**src/hw/rtl/awps_pkg.sv**
```systemverilog
// ----------------------------------------------------------------------------
// awps_pkg
// Shared types and constants for the aligned word pattern scan.
// ----------------------------------------------------------------------------
package awps_pkg;

   // Window of pattern words compared in parallel (2..4)
   localparam int PATTERN_WORDS = 4;
   localparam int WIN_DEPTH     = PATTERN_WORDS - 1;

   localparam int WORD_W   = 32;
   localparam int IDX_W    = 19;
   localparam int CNT_W    = 16;
   localparam int OFS_W    = 21;
   localparam int SHIFT_W  = 20;
   localparam int LEN_W    = 3;
   localparam int PAIR_W   = 64;
   localparam int CSR_IDX_W = 3;

   localparam logic [IDX_W-1:0] IDX_MAX = {IDX_W{1'b1}};
   localparam logic [LEN_W-1:0] LEN_MAX = LEN_W'(PATTERN_WORDS);

   // Queue between the classifier and the result stage
   localparam int QUEUE_DEPTH = 2;
   localparam int QPTR_W      = (QUEUE_DEPTH > 1) ? $clog2(QUEUE_DEPTH) : 1;
   localparam int QCNT_W      = $clog2(QUEUE_DEPTH + 1);

   // Register indexes
   localparam logic [CSR_IDX_W-1:0] CSR_PATTERN_LOW_PAIR  = 3'd0;
   localparam logic [CSR_IDX_W-1:0] CSR_PATTERN_HIGH_PAIR = 3'd1;
   localparam logic [CSR_IDX_W-1:0] CSR_PATTERN_LENGTH    = 3'd2;
   localparam logic [CSR_IDX_W-1:0] CSR_MAX_MATCHES       = 3'd3;
   localparam logic [CSR_IDX_W-1:0] CSR_SEARCH_WORDS      = 3'd4;
   localparam logic [CSR_IDX_W-1:0] CSR_PATCH_SHIFT       = 3'd5;

   typedef struct packed {
      logic [PAIR_W-1:0]  pattern_low_pair;
      logic [PAIR_W-1:0]  pattern_high_pair;
      logic [LEN_W-1:0]   pattern_length;
      logic [CNT_W-1:0]   max_matches;
      logic [IDX_W-1:0]   search_words;
      logic [SHIFT_W-1:0] patch_shift;
   } cfg_type;

   // One match as handed from front to back
   typedef struct packed {
      logic [IDX_W-1:0] start;
      logic [CNT_W-1:0] number;
   } match_type;

   typedef struct packed {
      logic full;
      logic valid;
   } queue_status_type;

endpackage

```
**src/hw/rtl/aligned_word_pattern_scan.sv**
```systemverilog
// ----------------------------------------------------------------------------
// aligned_word_pattern_scan
// Scans a word stream for a configured pattern of up to four words and
// reports byte offset and ordinal of each accepted match.
// ----------------------------------------------------------------------------
//  channel   ports                                   accepted when
//  req       req_push/req_full, data_word, first     push & !full
//  rsp       rsp_pop/rsp_empty, byte_offset, number  pop & !empty
//  csr       csr_valid/csr_ready, index, wdata        valid & ready
//
//  One word per cycle while req_full is low; the window compare, range checks
//  and count update for a word are done in the front in the cycle it is accepted.
//  A match is written into the queue at the edge that accepts its word and moves
//  on to the output register once that register is empty or being popped.
//  req_full rises only when two matches wait in the queue behind a stalled
//  output register.
//  Synchronous active-high reset; configuration returns to its reset values.
// ----------------------------------------------------------------------------
module aligned_word_pattern_scan import awps_pkg::*; (
   input  logic                  clock,
   input  logic                  reset,
   input  logic                  req_push,
   output logic                  req_full,
   input  logic [WORD_W-1:0]     req_data_word,
   input  logic                  req_first_word,
   output logic                  rsp_empty,
   input  logic                  rsp_pop,
   output logic [OFS_W-1:0]      rsp_match_byte_offset,
   output logic [CNT_W-1:0]      rsp_match_number,
   input  logic                  csr_valid,
   output logic                  csr_ready,
   input  logic [CSR_IDX_W-1:0]  csr_index,
   input  logic [PAIR_W-1:0]     csr_wdata
);

   cfg_type          cfg_ff, cfg_in;
   queue_status_type q_status;
   logic             q_push, q_pop;
   match_type        q_entry, q_head;

   assign csr_ready = 1'b1;

   always_comb begin
      cfg_in = cfg_ff;
      if (csr_valid) begin
         case (csr_index)
            CSR_PATTERN_LOW_PAIR:  cfg_in.pattern_low_pair  = csr_wdata;
            CSR_PATTERN_HIGH_PAIR: cfg_in.pattern_high_pair = csr_wdata;
            CSR_PATTERN_LENGTH:    cfg_in.pattern_length    = csr_wdata[LEN_W-1:0];
            CSR_MAX_MATCHES:       cfg_in.max_matches       = csr_wdata[CNT_W-1:0];
            CSR_SEARCH_WORDS:      cfg_in.search_words      = csr_wdata[IDX_W-1:0];
            CSR_PATCH_SHIFT:       cfg_in.patch_shift       = csr_wdata[SHIFT_W-1:0];
            default:               cfg_in = cfg_ff;
         endcase
      end
   end

   always_ff @(posedge clock) begin
      if (reset) begin
         cfg_ff.pattern_low_pair  <= '0;
         cfg_ff.pattern_high_pair <= '0;
         cfg_ff.pattern_length    <= LEN_W'(1);
         cfg_ff.max_matches       <= CNT_W'(1);
         cfg_ff.search_words      <= IDX_W'(1);
         cfg_ff.patch_shift       <= '0;
      end else begin
         cfg_ff <= cfg_in;
      end
   end

   awps_front u_front (
      .clock          (clock),
      .reset          (reset),
      .cfg            (cfg_ff),
      .req_push       (req_push),
      .req_full       (req_full),
      .req_data_word  (req_data_word),
      .req_first_word (req_first_word),
      .q_status       (q_status),
      .q_push         (q_push),
      .q_entry        (q_entry)
   );

   awps_queue u_queue (
      .clock      (clock),
      .reset      (reset),
      .push       (q_push),
      .push_entry (q_entry),
      .pop        (q_pop),
      .head       (q_head),
      .status     (q_status)
   );

   awps_back u_back (
      .clock                 (clock),
      .reset                 (reset),
      .cfg                   (cfg_ff),
      .q_status              (q_status),
      .q_head                (q_head),
      .q_pop                 (q_pop),
      .rsp_empty             (rsp_empty),
      .rsp_pop               (rsp_pop),
      .rsp_match_byte_offset (rsp_match_byte_offset),
      .rsp_match_number      (rsp_match_number)
   );

endmodule

```
**src/hw/rtl/awps_front.sv**
```systemverilog
// ----------------------------------------------------------------------------
// awps_front
// Accepts words, keeps the window, index and match count, and classifies
// each word combinationally as the last word of a match.
// ----------------------------------------------------------------------------
module awps_front import awps_pkg::*; (
   input  logic                  clock,
   input  logic                  reset,
   input  cfg_type               cfg,
   input  logic                  req_push,
   output logic                  req_full,
   input  logic [WORD_W-1:0]     req_data_word,
   input  logic                  req_first_word,
   input  queue_status_type      q_status,
   output logic                  q_push,
   output match_type             q_entry
);

   logic [WORD_W-1:0] window_ff [WIN_DEPTH];
   logic [WORD_W-1:0] window_in [WIN_DEPTH];
   logic [IDX_W-1:0]  index_ff, index_in;
   logic [CNT_W-1:0]  count_ff, count_in;

   logic              accept;
   logic [LEN_W-1:0]  len;
   logic [IDX_W-1:0]  w;
   logic [CNT_W-1:0]  mcount;
   logic [IDX_W-1:0]  start;
   logic [WORD_W-1:0] pat [4];
   logic [WORD_W-1:0] have [PATTERN_WORDS];
   logic              words_eq;
   logic              hit;

   assign req_full = q_status.full;
   assign accept   = req_push & ~q_status.full;

   assign pat[0] = cfg.pattern_low_pair[31:0];
   assign pat[1] = cfg.pattern_low_pair[63:32];
   assign pat[2] = cfg.pattern_high_pair[31:0];
   assign pat[3] = cfg.pattern_high_pair[63:32];

   always_comb begin
      len    = (cfg.pattern_length > LEN_MAX) ? LEN_MAX : cfg.pattern_length;
      w      = req_first_word ? '0 : index_ff;
      mcount = req_first_word ? '0 : count_ff;
      start  = w - IDX_W'(len - LEN_W'(1));

      // have[k] lines up with pattern word k; the newest word is pattern word len-1
      words_eq = 1'b1;
      for (int k = 0; k < PATTERN_WORDS; k++) begin
         have[k] = req_data_word;
         for (int j = 0; j < WIN_DEPTH; j++) begin
            if (j + k + 2 == int'(len)) begin
               have[k] = window_ff[j];
            end
         end
         if (k < int'(len) && have[k] != pat[k]) begin
            words_eq = 1'b0;
         end
      end

      hit = (len != '0) && (w != IDX_MAX) && (w >= IDX_W'(len - LEN_W'(1)))
            && (start < cfg.search_words) && (mcount < cfg.max_matches) && words_eq;

      index_in = (w != IDX_MAX) ? w + IDX_W'(1) : w;
      count_in = hit ? mcount + CNT_W'(1) : mcount;

      window_in[0] = req_data_word;
      for (int i = 1; i < WIN_DEPTH; i++) begin
         window_in[i] = window_ff[i-1];
      end
   end

   assign q_push         = accept & hit;
   assign q_entry.start  = start;
   assign q_entry.number = count_in;

   always_ff @(posedge clock) begin
      if (reset) begin
         index_ff <= '0;
         count_ff <= '0;
         for (int i = 0; i < WIN_DEPTH; i++) begin
            window_ff[i] <= '0;
         end
      end else if (accept) begin
         index_ff <= index_in;
         count_ff <= count_in;
         for (int i = 0; i < WIN_DEPTH; i++) begin
            window_ff[i] <= window_in[i];
         end
      end
   end

endmodule

```
**src/hw/rtl/awps_queue.sv**
```systemverilog
// ----------------------------------------------------------------------------
// awps_queue
// Short FIFO of pending matches between front and back.
// ----------------------------------------------------------------------------
module awps_queue import awps_pkg::*; (
   input  logic             clock,
   input  logic             reset,
   input  logic             push,
   input  match_type        push_entry,
   input  logic             pop,
   output match_type        head,
   output queue_status_type status
);

   match_type           mem_ff [QUEUE_DEPTH];
   logic [QPTR_W-1:0]   wr_ptr_ff, wr_ptr_in;
   logic [QPTR_W-1:0]   rd_ptr_ff, rd_ptr_in;
   logic [QCNT_W-1:0]   count_ff, count_in;
   logic                do_push, do_pop;

   assign status.full  = (count_ff == QCNT_W'(QUEUE_DEPTH));
   assign status.valid = (count_ff != '0);
   assign head         = mem_ff[rd_ptr_ff];

   assign do_push = push & ~status.full;
   assign do_pop  = pop & status.valid;

   always_comb begin
      wr_ptr_in = do_push ? wr_ptr_ff + QPTR_W'(1) : wr_ptr_ff;
      rd_ptr_in = do_pop  ? rd_ptr_ff + QPTR_W'(1) : rd_ptr_ff;
      count_in  = count_ff;
      if (do_push && !do_pop) begin
         count_in = count_ff + QCNT_W'(1);
      end else if (do_pop && !do_push) begin
         count_in = count_ff - QCNT_W'(1);
      end
   end

   always_ff @(posedge clock) begin
      if (reset) begin
         wr_ptr_ff <= '0;
         rd_ptr_ff <= '0;
         count_ff  <= '0;
      end else begin
         wr_ptr_ff <= wr_ptr_in;
         rd_ptr_ff <= rd_ptr_in;
         count_ff  <= count_in;
      end
   end

   always_ff @(posedge clock) begin
      if (do_push) begin
         mem_ff[wr_ptr_ff] <= push_entry;
      end
   end

endmodule

```
**src/hw/rtl/awps_back.sv**
```systemverilog
// ----------------------------------------------------------------------------
// awps_back
// Turns a queued match into its byte offset and holds it in the output
// register until the consumer takes it.
// ----------------------------------------------------------------------------
module awps_back import awps_pkg::*; (
   input  logic               clock,
   input  logic               reset,
   input  cfg_type            cfg,
   input  queue_status_type   q_status,
   input  match_type          q_head,
   output logic               q_pop,
   output logic               rsp_empty,
   input  logic               rsp_pop,
   output logic [OFS_W-1:0]   rsp_match_byte_offset,
   output logic [CNT_W-1:0]   rsp_match_number
);

   logic               valid_ff, valid_in;
   logic [OFS_W-1:0]   offset_ff, offset_in;
   logic [CNT_W-1:0]   number_ff;
   logic               load;

   assign load      = q_status.valid & (~valid_ff | rsp_pop);
   assign q_pop     = load;
   assign offset_in = {q_head.start, 2'b00} + OFS_W'(cfg.patch_shift);
   assign valid_in  = load | (valid_ff & ~rsp_pop);

   always_ff @(posedge clock) begin
      if (reset) begin
         valid_ff <= 1'b0;
      end else begin
         valid_ff <= valid_in;
      end
   end

   always_ff @(posedge clock) begin
      if (load) begin
         offset_ff <= offset_in;
         number_ff <= q_head.number;
      end
   end

   assign rsp_empty             = ~valid_ff;
   assign rsp_match_byte_offset = offset_ff;
   assign rsp_match_number      = number_ff;

endmodule

```
**config.mk**
```make
export PLATFORM = sky130hd
export DESIGN_NAME = aligned_word_pattern_scan
export DESIGN_NICKNAME = d
export VERILOG_FILES = /design/src/hw/rtl/awps_pkg.sv /design/src/hw/rtl/aligned_word_pattern_scan.sv /design/src/hw/rtl/awps_front.sv /design/src/hw/rtl/awps_queue.sv /design/src/hw/rtl/awps_back.sv
export SDC_FILE = /design/constraint.sdc
export NUM_CORES = 1
export LEC_CHECK = 0
export ABC_AREA = 1
export BUFFER_PORTS_ARGS = -buffer_cell sky130_fd_sc_hd__buf_2
export CELL_PAD_IN_SITES_DETAIL_PLACEMENT = 0
export CELL_PAD_IN_SITES_GLOBAL_PLACEMENT = 1
export CORE_UTILIZATION = 46
export CTS_CLUSTER_DIAMETER = 150
export DETAILED_ROUTE_END_ITERATION = 6
export MAX_ROUTING_LAYER = met4
export PLACE_DENSITY_LB_ADDON = 0.1
export REMOVE_ABC_BUFFERS = 1
export SYNTH_ARGS = -nofsm -noshare
export SYNTH_HDL_FRONTEND = slang
export SYNTH_SLANG_ARGS = --single-unit
```
**constraint.sdc**
```tcl
create_clock -name clock -period 11.95 [get_ports clock]
set_input_delay 0.5975 -clock clock [delete_from_list [all_inputs] [get_ports clock]]
set_output_delay 0.5975 -clock clock [all_outputs]
set_load 0.05 [all_outputs]
```
==> results of run 1 <==
-- logic make-up (layout without fill, tap and decap cells) --
logic type | after synthesis | in the layout
adder cells (fa/ha/maj) | 66 | 66
AO/OA/AOI/OAI | 460 | 460
other | 1 | 2
XOR/XNOR | 91 | 91
buffers and inverters | 502 | 637
multiplexers | 34 | 34
AND/OR/NAND/NOR | 1487 | 1487
flip-flops | 430 | 430
-- cell type report --
type	instances	area (um^2)
repair buffers	166	888.4
clock inverters	24	324.1
flip-flops and latches	430	10640
well taps	664	830.8
inverters	379	1435
clock buffers	68	1379
diodes	1	2.502
fillers	4872	23160
multi-input cells	2139	10590
-- sequential cells by signal, indices dropped and copies added, names as in the netlist, named ones only --
signal / cells
cfg_ff: 186
u_front.index_ff: 19
u_queue.count_ff: 2
u_back.rsp_match_byte_offset: 21
u_back.rsp_match_number: 16
u_back.valid_ff: 1
u_queue.mem_ff: 70
u_queue.wr_ptr_ff: 1
u_front.count_ff: 16
u_queue.rd_ptr_ff: 1
u_front.window_ff: 96
-- layer usage --
| metal | up-vias | GRT usage, % | wire length, um |
|---|---|---|---|
| met1 | 9790 | 44.26 | 35460 |
| met5 | - | - | 0 |
| li1 | 10190 | - | - |
| met4 | 0 | 6.909 | 1445 |
| met3 | 96 | 4.043 | 5735 |
| met2 | 688 | 43.91 | 31860 |
-- metrics by stage --
step	std cells	cell area (um^2)	worst slack (ns)
2_1_floorplan	2948	22630	1.652
3_3_place_gp	3778	24390	5.642
3_5_place_dp	3778	24390	5.574
4_1_cts	3870	26090	5.561
5_1_grt	3871	26090	4.920
6_report	3871	26090	5.561
-- cell usage in the layout (no fill, tap or decap), types with 2 or more instances in the layout --
cell type and count:
fa_1 2, dfxtp_1 226, mux2_2 33, clkbuf_1 12, nand3_1 175, a31oi_1 9, and2_1 3, ha_1 64
inv_2 2, nor3_2 2, nor4_1 4, o211ai_1 4, clkbuf_8 6, a21boi_0 2, nand2_1 784, nand4_1 78
a211oi_1 5, inv_1 369, xnor2_1 46, xor2_1 45, o21ai_0 242, clkinv_4 2, nor2_1 392, inv_4 5
nand2_2 2, edfxtp_1 203, o22ai_1 11, or2_2 2, bufinv_16 6, nand3b_1 14, nor2_4 5, clkbuf_16 50
a21oi_1 182, clkinv_2 9, clkinv_1 7, nor3_1 20, buf_4 23, buf_2 143
-- worst min-delay path, delay by kind of cell --
family                 cells  cell delay, ns
buffers and inverters      1            0.09
AND/OR/NAND/NOR            2            0.12
-- synthesized netlist by cell type (all sizes together), types with 2 or more instances --
cell    count  area share (%)
a211oi      5            0.16
a21boi      2           0.065
a21oi     182             3.9
a31oi       9            0.24
and2        3           0.081
buf        37            0.88
clkbuf     86             1.4
clkinv      5           0.081
dfxtp     227              20
edfxtp    203              26
fa          2            0.17
ha         64             3.5
inv       374             6.1
mux2       33             1.6
nand2     787              13
nand3     177             3.9
nand3b     14            0.45
nand4      78             2.1
nor2      398             6.6
nor3       22            0.52
nor4        5            0.14
o211ai      4            0.13
o21ai     242             5.2
o22ai      11            0.30
or2         2           0.054
xnor2      46             1.7
xor2       45             1.7
-- power by group through the flow --
stage	clock (mW)	combinational (mW)	sequential [mW]
floorplan	0	0.426	2.02
global placement	0	0.913	1.82
detailed placement	0	0.922	1.83
CTS	1.62	0.926	1.80
global route	1.68	1.01	1.81
finish	1.60	0.929	1.80
-- path summary, 6_finish.rpt --
| check | end | slack (ns) | depth (start not counted) | from |
|---|---|---|---|---|
| max | u_queue.count_ff[1] | 5.56 | 38 | cfg_ff[57] |
| min | cfg_ff[97] | 0.22 | 3 | csr_wdata[39] |
| max reg2reg | u_queue.count_ff[1] | 5.56 | 38 | cfg_ff[57] |
| min reg2reg | u_back.rsp_match_byte_offset[0] | 0.44 | 0 | cfg_ff[0] |
==> results_dict.tcl, run 1 <==
set metrics [dict create \
    status "complete, but fails checks" \
    violations "design-rule violations" \
    area_delta_synth_final_pct 12.66 \
    synth_mux_area_share_pct 1.648 \
    dpl.hpwl_mm 51.81 \
    crit_fanout 60 \
    avgSynthCellArea_um2 7.541 \
    switching_share_pct 32.59 \
    ant_nets 0 \
    hold_viol_final 0 \
    p_int_mw 2.912 \
    p_comb_share_pct 21.5 \
    endpoint_kind "flip-flop" \
    synth_ff_type "dfxtp_1" \
    cts_resized 0 \
    yosys.area_share.adder_pct 3.631 \
    grt_usage_pct 30.18 \
    cts_tree "done" \
    wl_per_cell_um 19.25 \
    syn_area_um2 23160 \
    yosysSeqAreaShare_pct 45.95 \
    io_buffer_count 143 \
    cts_sinks 430 \
    setup_violations 0 \
    htreeDepth 2 \
    max_stage_delay_ns 0.80 \
    drc 4 \
    synthArstFlopShare_pct 0 \
    pin_count 145 \
    layout-drive-gt1-share_pct 9.357 \
    core_area_um2 49250 \
    initial_core_util_pct 47.02 \
    ys_ff_latch 430 \
    arrival_ns 6.88 \
    cp.required_ns 12.45 \
    tightest_slew_ns 1.104 \
    period_minus_slack_ns 6.389 \
    relSlewSlack_pct 26.12 \
    fin_skew_ns 0.01956 \
    clk_pin_slew_ns 0.06 \
    maxCapViolCount 0 \
    crit_top_cell "nand2_1" \
    ys_types 47 \
    synth_edf_count 203 \
    cts_hold_buf 0 \
    fin_crit_sh_pct 53.46 \
    synthCells 3071 \
    cts_buffer_depth 3 \
    leakage_nw 11.34 \
    cts-root-buf "clkbuf_16" \
    wl_mm 74.51 \
    vias_per_cell 5.364 \
    die_area_um2 51250 \
    power_density_nw_per_um2 165.6 \
    grt_max_degree 84 \
    timing.hold.ws_ns 0.2222 \
    final_nets 3336 \
    power_mw 4.320 \
    synth_xor_area_share_pct 3.442 \
    numCtsBuffers 49 \
    grt_pass1_wl_mm 113.4 \
    final_core_util_pct 52.97 \
    drv_slew 0 \
    synth_compound_area_share_pct 10.24 \
    synth_simple_gate_area_share_pct 26.65 \
    startpoint_type "flip-flop" \
    post_cts_buffers 0 \
    crit_slowest_cell "dfxtp_4" \
    synth_top_family_by_area "simple AND/OR/NAND/NOR gates" \
    drt_iter0_markers 1756 \
    rows 81 \
    path_delay_family "simple AND/OR/NAND/NOR gates" \
    max_freq_mhz 156.5 \
    path_buf_inv 2 \
    die-width_um 226.4 \
    tns_ns 0 \
    pwr-share-clk_pct 36.9 \
    clock_latency_ns 0.62 \
    overflow 0 \
    seqPwrFrac_pct 41.6 \
    vdd_drop_max_mv 0.1115 \
    grt_pass1_vias 19310 \
    dr.pass1.iters 7 \
    gp_congestion 0.9142 \
    antenna_found_initial 4 \
    ys_warn_count 0 \
    die_h_um 226.4 \
    rsz0062_at_grt "no" \
    switching_power_mw 1.408 \
    hold_path_class "primary input to flip-flop" \
    crit_type "flip-flop to flip-flop" \
    num_vias 20760 \
]
(Power assumes the default switching activity.)
==> inputs of run 2 (changes only) <==
- CORE_UTILIZATION: 46 -> 41
- clock period: 11.95 -> 5.8 ns (I/O delays scaled with it)
==> run 2 against run 1 <==
Effect of this change:
- critical path type unchanged
- count of clock-buffer cells in the layout up 5
- final area is 2.0% higher
- flip-flop and latch count unchanged
- hold slack got worse by 0.21 ns
- first-iteration DRC count down 9.5%
- utilization fell by 4.9 points
- the flow now finishes without violations
- worst setup slack lost 5.0 ns
- clock skew shrank 0.0051 ns
- via count up 1.2%
- critical path depth fell by 5
- global-route usage is 2.2 points lower
==> results_dict.tcl, run 2 (synthesis gave the netlist of run 1 again) <==
set metrics [dict create \
    status "finished clean" \
    endpoint_kind "flip-flop" \
    drc 0 \
    drv_slew 0 \
    rows 86 \
    ant_nets 0 \
    largest_register_ffs 186 \
    dr.pass1.iters 5 \
    cts_sinks 430 \
    period_minus_slack_ns 5.199 \
    dpl.hpwl_mm 53.66 \
    startpoint_type "flip-flop" \
    gp_congestion 0.8964 \
    relSlewSlack_pct 30.95 \
    cts_tree "done" \
    wl_mm 77.70 \
    tightest_slew_ns 1.036 \
    grt_pass1_wl_mm 117.9 \
    power_mw 8.749 \
    max_stage_delay_ns 0.42 \
    die_area_um2 57440 \
    reg.largest.list "cfg_ff (186), u_front.window_ff (96), u_queue.mem_ff (70)" \
    maxCapViolCount 0 \
    top_register "cfg_ff" \
    area_delta_synth_final_pct 14.97 \
    crit_top_cell "nand2_1" \
    wl_per_cell_um 19.37 \
    cp.required_ns 6.28 \
    hold_viol_final 0 \
    fin_skew_ns 0.01450 \
    placed_area_um2 24590 \
    timing.hold.ws_ns 0.01507 \
    layout-drive-gt1-share_pct 9.565 \
    crit_type "flip-flop to flip-flop" \
    io_buffer_count 143 \
    power_density_nw_per_um2 328.6 \
    hold_path_class "primary input to flip-flop" \
    die-width_um 239.7 \
    vias_per_cell 5.237 \
    cts_buffer_depth 3 \
    final_area_um2 26630 \
    cts-root-buf "clkbuf_16" \
    htreeDepth 2 \
    setup_violations 0 \
    clk_pin_slew_ns 0.06 \
    final_common_cell "nand2_1" \
    clock_latency_ns 0.60 \
    num_vias 21010 \
    numCtsBuffers 50 \
    grt_max_degree 93 \
    final_cell_mix "nand2_1, nor2_1, inv_1" \
    initial_core_util_pct 41.79 \
    max_freq_mhz 192.3 \
    core_area_um2 55420 \
    overflow 0 \
    fin_crit_sh_pct 89.64 \
    rsz0062_at_grt "no" \
    drt_iter0_markers 1589 \
    final_nets 3391 \
    vdd_drop_max_mv 0.2314 \
    arrival_ns 5.68 \
    crit_fanout 5 \
    crit_slowest_cell "ha_1" \
    pin_count 145 \
    grt_usage_pct 28.01 \
    leakage_nw 11.53 \
    grt_pass1_vias 19650 \
    antenna_found_initial 3 \
    die_h_um 239.7 \
]
## run 2: changes by cell type in the layout (fill, tap and decap cells not counted), sizes merged
| cell | before | now |
|---|---|---|
| bufinv | 6 | 2 |
| clkinv | 20 | 19 |
| clkinvlp | 0 | 1 |
| inv | 377 | 378 |
| clkbuf | 68 | 73 |
| buf | 166 | 178 |
| diode | 1 | 2 |
| dlygate4sd3 | 0 | 42 |
## run 2: worst max-delay path, delay by kind of cell (launching register included)
family,cells,cell delay [ns]
AND/OR/NAND/NOR,21,2.20
AO/OA/AOI/OAI,7,1.15
adder cells (fa/ha/maj),3,0.99
flip-flops,1,0.37
XOR/XNOR,1,0.18
buffers and inverters,1,0.16
## run 2: what timing repair did
item,CTS,global route
buffers inserted,0,1
gates resized for setup,0,3
setup endpoints to repair,0,82
hold buffers,42,0
endpoints found under the hold margin,61,0
## run 2: final cells by class
| class | count | area, um^2 |
|---|---|---|
| fill | 5546 | 28790 |
| sequential | 430 | 10640 |
| multi-input combinational | 2139 | 10600 |
| inverter | 379 | 1435 |
| timing repair buffer | 220 | 1424 |
| clock buffer | 73 | 1418 |
| tap | 748 | 935.9 |
| clock inverter | 21 | 167.7 |
| antenna | 2 | 5.005 |
## run 2: worst paths after layout
check                     start                              end  slack (ns)  depth (start not counted)
setup / recovery     cfg_ff[57]              u_queue.count_ff[1]        0.60                         33
hold / removal    csr_wdata[20]                       cfg_ff[78]        0.02                          3
setup reg to reg     cfg_ff[57]              u_queue.count_ff[1]        0.60                         33
hold reg to reg       cfg_ff[1]  u_back.rsp_match_byte_offset[1]        0.43                          0
## run 2: power by group
part	switching [mW]	internal, mW	leakage, nW	total, mW
logic	1.43	0.518	6.90	1.95
clock network	1.31	1.78	0.778	3.09
registers	0.140	3.57	3.85	3.71
total	2.88	5.87	11.5	8.75
## run 2: layer usage
metal,track usage (%),up-vias,share of wire (%)
met3,3.492,83,6.3
met5,-,-,0
met4,6.352,0,1.8
li1,-,10310,-
met2,40.74,607,42
met1,41.13,10010,49
## run 2: stage by stage
stage                     TNS (ns)  instances  worst slack (ns)  util (%)
after floorplan            -290.31       2948            -4.498         -
after global placement           0       3873            0.3638     44.38
after detailed placement         0       3873            0.2789     44.38
after CTS                        0       4009            0.3525     48.00
after global routing             0       4011           0.07539     48.04
final                            0       4012            0.6009     48.05
